==> src/hw/rtl/hee_pkg.sv <==
// shared types, constants and entity lookup for the html entity escaper
// no dependencies
package hee_pkg;

    localparam int CNT_W = 17;
    localparam int FIFO_DEPTH = 4;
    localparam int FIFO_AW = $clog2(FIFO_DEPTH);

    localparam logic [7:0] CHR_AMP = 8'h26;
    localparam logic [7:0] CHR_LT = 8'h3c;
    localparam logic [7:0] CHR_GT = 8'h3e;
    localparam logic [7:0] CHR_QUOT = 8'h22;
    localparam logic [7:0] CHR_APOS = 8'h27;

    localparam logic [0:0] REG_BUFFER_SIZE = 1'b0;
    localparam logic [CNT_W-1:0] BUFFER_SIZE_RESET = 17'd256;

    typedef enum logic [1:0] {
        CMD_CHAR = 2'd0,
        CMD_ENT = 2'd1,
        CMD_TERM = 2'd2
    } cmd_kind_t;

    typedef enum logic [2:0] {
        ENT_AMP = 3'd0,
        ENT_LT = 3'd1,
        ENT_GT = 3'd2,
        ENT_QUOT = 3'd3,
        ENT_APOS = 3'd4
    } ent_sel_t;

    typedef struct packed {
        cmd_kind_t kind;
        logic [7:0] ch;
        ent_sel_t ent;
    } cmd_t;

    localparam logic [47:0] STR_AMP = {"&amp;", 8'h00};
    localparam logic [47:0] STR_LT = {"&lt;", 16'h0000};
    localparam logic [47:0] STR_GT = {"&gt;", 16'h0000};
    localparam logic [47:0] STR_QUOT = "&quot;";
    localparam logic [47:0] STR_APOS = {"&#39;", 8'h00};

    function automatic logic [2:0] ent_len(input ent_sel_t sel);
        logic [2:0] len;
        unique case (sel)
            ENT_AMP: len = 3'd5;
            ENT_LT: len = 3'd4;
            ENT_GT: len = 3'd4;
            ENT_QUOT: len = 3'd6;
            ENT_APOS: len = 3'd5;
            default: len = 3'd5;
        endcase
        return len;
    endfunction

    function automatic logic [7:0] ent_char(input ent_sel_t sel, input logic [2:0] idx);
        logic [47:0] s;
        logic [47:0] sh;
        unique case (sel)
            ENT_AMP: s = STR_AMP;
            ENT_LT: s = STR_LT;
            ENT_GT: s = STR_GT;
            ENT_QUOT: s = STR_QUOT;
            ENT_APOS: s = STR_APOS;
            default: s = STR_AMP;
        endcase
        sh = s << {idx, 3'b000};
        return sh[47:40];
    endfunction

endpackage

==> src/hw/rtl/html_entity_escaper.sv <==
// top level of the html entity escaper: apb register, front end, queue, back end
// depends on hee_pkg, hee_front, hee_cmd_fifo, hee_back
//
// Streams a zero-terminated string in one byte per transfer and streams the
// escaped string out, replacing & < > " ' with their entities. Ordinary bytes
// pass at one per cycle unless the output stalls, through the queue and the
// back end's output register; an escaped character becomes four to six entity
// bytes, also one per cycle, while the four-entry queue lets input continue.
// buffer_size (byte address 0) bounds the string including its terminator;
// entities that do not fit are dropped, and bytes past the limit are ignored.
// A zero byte gives a zero output byte with tlast set and starts a new string.
module html_entity_escaper (
    input  logic        clk,
    input  logic        rst_n,
    input  logic        psel,
    input  logic        penable,
    input  logic        pwrite,
    input  logic [2:0]  paddr,
    input  logic [31:0] pwdata,
    output logic [31:0] prdata,
    output logic        pready,
    input  logic        s_axis_tvalid,
    output logic        s_axis_tready,
    input  logic [7:0]  s_axis_tdata,   // [7:0] in_byte
    output logic        m_axis_tvalid,
    input  logic        m_axis_tready,
    output logic [7:0]  m_axis_tdata,   // [7:0] out_byte
    output logic        m_axis_tlast
);
    import hee_pkg::*;

    logic [CNT_W-1:0] buffer_size_reg;
    logic             q_full;
    logic             q_empty;
    logic             q_push;
    logic             q_pop;
    cmd_t             push_cmd;
    cmd_t             head;

    assign pready = 1'b1;
    assign prdata = (paddr[2] == REG_BUFFER_SIZE) ? {15'd0, buffer_size_reg} : 32'd0;

    always_ff @(posedge clk or negedge rst_n)
    begin
        if (!rst_n)
        begin
            buffer_size_reg <= BUFFER_SIZE_RESET;
        end
        else if (psel && penable && pwrite && pready && paddr[2] == REG_BUFFER_SIZE)
        begin
            buffer_size_reg <= pwdata[CNT_W-1:0];
        end
    end

    hee_front u_front (
        .clk         (clk),
        .rst_n       (rst_n),
        .buffer_size (buffer_size_reg),
        .in_valid    (s_axis_tvalid),
        .in_ready    (s_axis_tready),
        .in_byte     (s_axis_tdata),
        .q_full      (q_full),
        .q_push      (q_push),
        .q_cmd       (push_cmd)
    );

    hee_cmd_fifo u_fifo (
        .clk      (clk),
        .rst_n    (rst_n),
        .push     (q_push),
        .push_cmd (push_cmd),
        .pop      (q_pop),
        .head     (head),
        .empty    (q_empty),
        .full     (q_full)
    );

    hee_back u_back (
        .clk       (clk),
        .rst_n     (rst_n),
        .head      (head),
        .q_empty   (q_empty),
        .q_pop     (q_pop),
        .out_valid (m_axis_tvalid),
        .out_ready (m_axis_tready),
        .out_byte  (m_axis_tdata),
        .out_last  (m_axis_tlast)
    );

endmodule

==> src/hw/rtl/hee_front.sv <==
// front end: accepts input bytes, tracks the output count, classifies each byte
// depends on hee_pkg
module hee_front (
    input  logic                      clk,
    input  logic                      rst_n,
    input  logic [hee_pkg::CNT_W-1:0] buffer_size,
    input  logic                      in_valid,
    output logic                      in_ready,
    input  logic [7:0]                in_byte,
    input  logic                      q_full,
    output logic                      q_push,
    output hee_pkg::cmd_t             q_cmd
);
    import hee_pkg::*;

    logic [CNT_W-1:0] count_reg;
    logic [CNT_W-1:0] count_next;
    logic [CNT_W-1:0] limit;
    logic             accept;
    logic             special;
    ent_sel_t         sel;
    logic [CNT_W:0]   sum;

    assign in_ready = !q_full;
    assign accept = in_valid && in_ready;
    assign limit = (buffer_size == '0) ? '0 : buffer_size - 1'b1;

    always_comb
    begin
        special = 1'b1;
        sel = ENT_AMP;
        unique case (in_byte)
            CHR_AMP: sel = ENT_AMP;
            CHR_LT: sel = ENT_LT;
            CHR_GT: sel = ENT_GT;
            CHR_QUOT: sel = ENT_QUOT;
            CHR_APOS: sel = ENT_APOS;
            default: special = 1'b0;
        endcase
    end

    assign sum = {1'b0, count_reg} + (CNT_W + 1)'(ent_len(sel));

    always_comb
    begin
        count_next = count_reg;
        q_push = 1'b0;
        q_cmd.kind = CMD_CHAR;
        q_cmd.ch = in_byte;
        q_cmd.ent = sel;
        if (accept)
        begin
            priority if (in_byte == 8'h00)
            begin
                q_push = 1'b1;
                q_cmd.kind = CMD_TERM;
                count_next = '0;
            end
            else if (count_reg >= limit)
            begin
                q_push = 1'b0;
            end
            else if (!special)
            begin
                q_push = 1'b1;
                count_next = count_reg + 1'b1;
            end
            else if (sum <= {1'b0, limit})
            begin
                q_push = 1'b1;
                q_cmd.kind = CMD_ENT;
                count_next = sum[CNT_W-1:0];
            end
            else
            begin
                // entity does not fit, dropped
                q_push = 1'b0;
            end
        end
    end

    always_ff @(posedge clk or negedge rst_n)
    begin
        if (!rst_n)
        begin
            count_reg <= '0;
        end
        else
        begin
            count_reg <= count_next;
        end
    end

endmodule

==> src/hw/rtl/hee_cmd_fifo.sv <==
// short command queue between front and back end
// depends on hee_pkg
module hee_cmd_fifo (
    input  logic          clk,
    input  logic          rst_n,
    input  logic          push,
    input  hee_pkg::cmd_t push_cmd,
    input  logic          pop,
    output hee_pkg::cmd_t head,
    output logic          empty,
    output logic          full
);
    import hee_pkg::*;

    cmd_t               mem [FIFO_DEPTH];
    logic [FIFO_AW-1:0] wr_ptr_reg;
    logic [FIFO_AW-1:0] rd_ptr_reg;
    logic [FIFO_AW:0]   count_reg;
    logic               do_push;
    logic               do_pop;

    assign empty = (count_reg == '0);
    assign full = (count_reg == (FIFO_AW + 1)'(FIFO_DEPTH));
    assign do_push = push && !full;
    assign do_pop = pop && !empty;
    assign head = mem[rd_ptr_reg];

    always_ff @(posedge clk)
    begin
        if (do_push)
        begin
            mem[wr_ptr_reg] <= push_cmd;
        end
    end

    always_ff @(posedge clk or negedge rst_n)
    begin
        if (!rst_n)
        begin
            wr_ptr_reg <= '0;
            rd_ptr_reg <= '0;
            count_reg <= '0;
        end
        else
        begin
            if (do_push)
            begin
                wr_ptr_reg <= wr_ptr_reg + 1'b1;
            end
            if (do_pop)
            begin
                rd_ptr_reg <= rd_ptr_reg + 1'b1;
            end
            if (do_push && !do_pop)
            begin
                count_reg <= count_reg + 1'b1;
            end
            else if (do_pop && !do_push)
            begin
                count_reg <= count_reg - 1'b1;
            end
        end
    end

endmodule

==> src/hw/rtl/hee_back.sv <==
// back end: expands queued commands into output bytes, one per cycle unless the output stalls
// depends on hee_pkg
module hee_back (
    input  logic          clk,
    input  logic          rst_n,
    input  hee_pkg::cmd_t head,
    input  logic          q_empty,
    output logic          q_pop,
    output logic          out_valid,
    input  logic          out_ready,
    output logic [7:0]    out_byte,
    output logic          out_last
);
    import hee_pkg::*;

    logic       valid_reg;
    logic [7:0] byte_reg;
    logic       last_reg;
    logic [2:0] pos_reg;
    logic [2:0] pos_next;
    logic       load;
    logic [7:0] byte_next;
    logic       last_next;

    assign load = (!valid_reg || out_ready) && !q_empty;

    always_comb
    begin
        byte_next = head.ch;
        last_next = 1'b0;
        q_pop = 1'b0;
        pos_next = pos_reg;
        if (load)
        begin
            unique case (head.kind)
                CMD_ENT:
                begin
                    byte_next = ent_char(head.ent, pos_reg);
                    if (pos_reg == ent_len(head.ent) - 3'd1)
                    begin
                        q_pop = 1'b1;
                        pos_next = '0;
                    end
                    else
                    begin
                        pos_next = pos_reg + 3'd1;
                    end
                end
                CMD_TERM:
                begin
                    byte_next = 8'h00;
                    last_next = 1'b1;
                    q_pop = 1'b1;
                end
                default:
                begin
                    q_pop = 1'b1;
                end
            endcase
        end
    end

    always_ff @(posedge clk)
    begin
        if (load)
        begin
            byte_reg <= byte_next;
            last_reg <= last_next;
        end
    end

    always_ff @(posedge clk or negedge rst_n)
    begin
        if (!rst_n)
        begin
            valid_reg <= 1'b0;
            pos_reg <= '0;
        end
        else
        begin
            pos_reg <= pos_next;
            if (load)
            begin
                valid_reg <= 1'b1;
            end
            else if (out_ready)
            begin
                valid_reg <= 1'b0;
            end
        end
    end

    assign out_valid = valid_reg;
    assign out_byte = byte_reg;
    assign out_last = last_reg;

endmodule

==> config.mk <==
export PLATFORM = sky130hd
export DESIGN_NAME = html_entity_escaper
export DESIGN_NICKNAME = d
export VERILOG_FILES = /design/src/hw/rtl/hee_pkg.sv /design/src/hw/rtl/html_entity_escaper.sv /design/src/hw/rtl/hee_front.sv /design/src/hw/rtl/hee_cmd_fifo.sv /design/src/hw/rtl/hee_back.sv
export SDC_FILE = /design/constraint.sdc
export NUM_CORES = 1
export LEC_CHECK = 0
export ABC_AREA = 1
export CAP_MARGIN = 20
export CORE_ASPECT_RATIO = 1.1
export CORE_MARGIN = 2
export CORE_UTILIZATION = 65
export DETAILED_ROUTE_END_ITERATION = 10
export DONT_BUFFER_PORTS = 1
export PLACE_DENSITY = 0.83
export SLEW_MARGIN = 25
export SYNTH_ARGS = -nofsm -noshare
export SYNTH_HDL_FRONTEND = slang
export SYNTH_SLANG_ARGS = --single-unit
export TNS_END_PERCENT = 20
==> constraint.sdc <==
create_clock -name clk -period 5.42 [get_ports clk]
set_input_delay 1.084 -clock clk [delete_from_list [all_inputs] [get_ports clk]]
set_output_delay 1.084 -clock clk [all_outputs]
set_load 0.1 [all_outputs]
==> impl_metrics.toml <==
[logic_synthesis]
synth-async-reset-ratio = 0.425
synth-seq-cells = 106
synth_warnings = 0
syn_area_per_cell_um2 = 8.35
yosysSeqAreaShare = 0.423
netlist_area_um2 = 6990
synth.distinct_cells = 46
synth-main-ff-cell = "edfxtp_1"
synth_edf_count = 61
syn_inst = 837

[sta]
setup-violations-final = 0
tns_ps = 0
tightest_slew_ps = 1080
period_needed_ps = 5010
max_freq_ghz = 0.199
rsz0062_at_grt = "false"
clock_skew_ps = 14.0
finalHoldViolCount = 0
drv_slew = 0
max_slew_margin = 0.281
period_share = 0.925

[final_layout]
register_area_um2 = 2960
nNetsFinal = 923
largest_reg_flops = 52
finalInstanceArea_um2 = 7360
drive_above_1_share = 0.102
num_antenna_cells = 0
syn_to_final_growth_pct = 5.26
fill_cells = 819
multiInputGateArea_um2 = 3530

[drt]
post_drt_wl_per_cell_um = 15.8
drc = 0
ant_nets = 0
dr_total_vias = 5596
drt-pass1-iter-count = 5
drt_wl_total_mm = 15.4
viasPerCell = 5.75
drt-initial-drc-count = 339

[place]
dpl.hpwl_mm = 11.5
numPortBuffers = 0
gp_congestion = 0.956
dpl_cell_area_um2 = 7040

[clock_tree]
h-tree-depth = 3
clock_latency_ps = 360
cts.clk_slew.worst_paths_ps = 80
numCtsBuffers = 9
clkSinkCount = 106
cts_hold_buf = 0
cts_tree = "built"
root_buffer = "clkbuf_16"
clock_path_buffers = 2

[min_path]
hold_path.class = "input pin to async pin"

[floorplan]
io_pins = 94
start_util = 0.669
die-area_um2 = 11600
die_y_um = 113
die_w_um = 103
core-area_um2 = 10400
rows = 39

[setup_path]
start_kind = "input pin"
arrival_ps = 5250
worstSetupPathType = "input pin to flop"
cp_common_cell = "nand2_1"
endpoint_kind = "flop"
crit_fanout = 5
max_stage_delay_ps = 430
reg2reg_from = "buffer_size_reg[0]$_DFFE_PN0P_"
cp_slowest_cell = "fa_1"
crit_start = "s_axis_tdata[7]"
required_ps = 5660

[global_route]
overflow = 0
gr-usage-all-layers = 0.284
grt_pass1_wl_mm = 26.0
first_global_vias = 5804
antenna_found_initial = 0
grt_max_degree = 46

[pwr]
peakVddDrop_mv = 0.339
power.leakage_nw = 3.37
power_density_nw_per_um2 = 509

[outcome]
status = "finished clean"

[job]
drv_cap = 0
-- worst max-delay path: cells and delay by family --
family | cells | cell delay (ps)
compound gates | 4 | 640
xor+xnor | 2 | 370
fa+ha+maj | 5 | 1470
buf+inv | 2 | 130
simple gates | 17 | 1560
-- kinds of logic after synthesis --
kind of cell,synth area share
simple gates,0.262
xor+xnor,0.0514
fa+ha+maj,0.0881
other cells,0.00107
compound gates,0.0882
flops,0.423
buf+inv,0.0859
-- layer usage --
metal,GRT usage,up-vias,part of all wire
li1,-,2740,-
met1,0.307,2608,0.37
met2,0.520,202,0.54
met3,0.0513,46,0.056
met4,0.146,0,0.032
met5,0,-,0
-- metrics by stage --
stage | std cells | util | power [mW] | hold slack, ps | worst slack (ps)
after floorplan | 851 | - | 2.75 | 463 | 353
after global placement | 956 | 0.673 | 3.00 | 478 | 175
after detailed placement | 957 | 0.674 | 3.07 | 484 | 45.5
after CTS | 973 | 0.704 | 3.75 | 399 | 398
after global routing | 973 | 0.705 | 4.00 | 391 | 41.8
final | 973 | 0.705 | 3.75 | 411 | 405
-- repair_timing --
item / in CTS / in global routing
endpoints found under the setup margin: 0 / 1
buffers inserted: 0 / 0
gates resized for setup: 0 / 1
-- synth_stat cells, types with 2 or more instances --
master | number | area share
nand2_1 | 177 | 0.095
nor2_1 | 100 | 0.054
inv_1 | 77 | 0.041
edfxtp_1 | 61 | 0.26
nand3_1 | 47 | 0.034
ha_1 | 46 | 0.082
dfrtp_1 | 44 | 0.16
a21oi_1 | 42 | 0.030
o21ai_0 | 41 | 0.029
xor2_1 | 29 | 0.036
nand4_1 | 28 | 0.025
buf_4 | 21 | 0.023
clkbuf_1 | 13 | 0.0070
nand2_2 | 12 | 0.011
xnor2_1 | 12 | 0.015
o21ai_1 | 9 | 0.0064
nor3_1 | 8 | 0.0057
o22ai_1 | 7 | 0.0063
nor2_2 | 6 | 0.0054
buf_2 | 5 | 0.0036
buf_6 | 5 | 0.0081
nand3_2 | 5 | 0.0072
a22o_1 | 4 | 0.0050
nor2_4 | 4 | 0.0064
inv_2 | 3 | 0.0016
nor4_2 | 3 | 0.0054
a31oi_1 | 2 | 0.0018
a32oi_1 | 2 | 0.0025
conb_1 | 2 | 0.0011
fa_1 | 2 | 0.0057
nor3_2 | 2 | 0.0029
nor4_1 | 2 | 0.0018
o21a_1 | 2 | 0.0021
o21ai_2 | 2 | 0.0025
-- where the power goes --
group	leakage [nW]	switching [mW]	internal, mW
registers	1.13	0.424	1.09
logic	2.09	1.07	0.487
clock network	0.153	0.348	0.335
total	3.37	1.84	1.91
-- area by class of cell --
cell class                      instances  share of cell area
Multi-Input combinational cell        618               0.480
Timing Repair Buffer                    9             0.00969
Clock buffer                            9              0.0306
Inverter                               81              0.0413
Tap cell                              143              0.0243
Clock inverter                          7              0.0121
Sequential cell                       106               0.402
-- layout by cell type, fill, tap and decap left out, drive strengths merged --
cell and instances:
a21o 1, a21oi 42, a22o 4, a31oi 2, a32oi 2, and3 1, buf 9, clkbuf 9
clkinv 4, conb 16, dfrtp 44, dfstp 1, edfxtp 61, fa 2, ha 46, inv 84
nand2 190, nand3 52, nand3b 2, nand4 29, nor2 110, nor3 10, nor4 5, o211ai 1
o21a 2, o21ai 52, o22ai 7, or2 1, xnor2 12, xor2 29
-- path summary, 6_finish.rpt --
check	end	slack, ps	depth (start not counted)
max reg2reg	u_fifo.count_reg[2]$_DFFE_PN0P_	830	26
max	u_fifo.count_reg[2]$_DFFE_PN0P_	410	30
min	u_front.count_reg[1]$_DFFE_PN0P_	410	0
max in group asynchronous	buffer_size_reg[8]$_DFFE_PN1P_	4830	0
min in group clk	u_fifo.count_reg[2]$_DFFE_PN0P_	490	1
min reg2reg	u_fifo.count_reg[2]$_DFFE_PN0P_	490	1
Power figures use the tool's default switching activity.
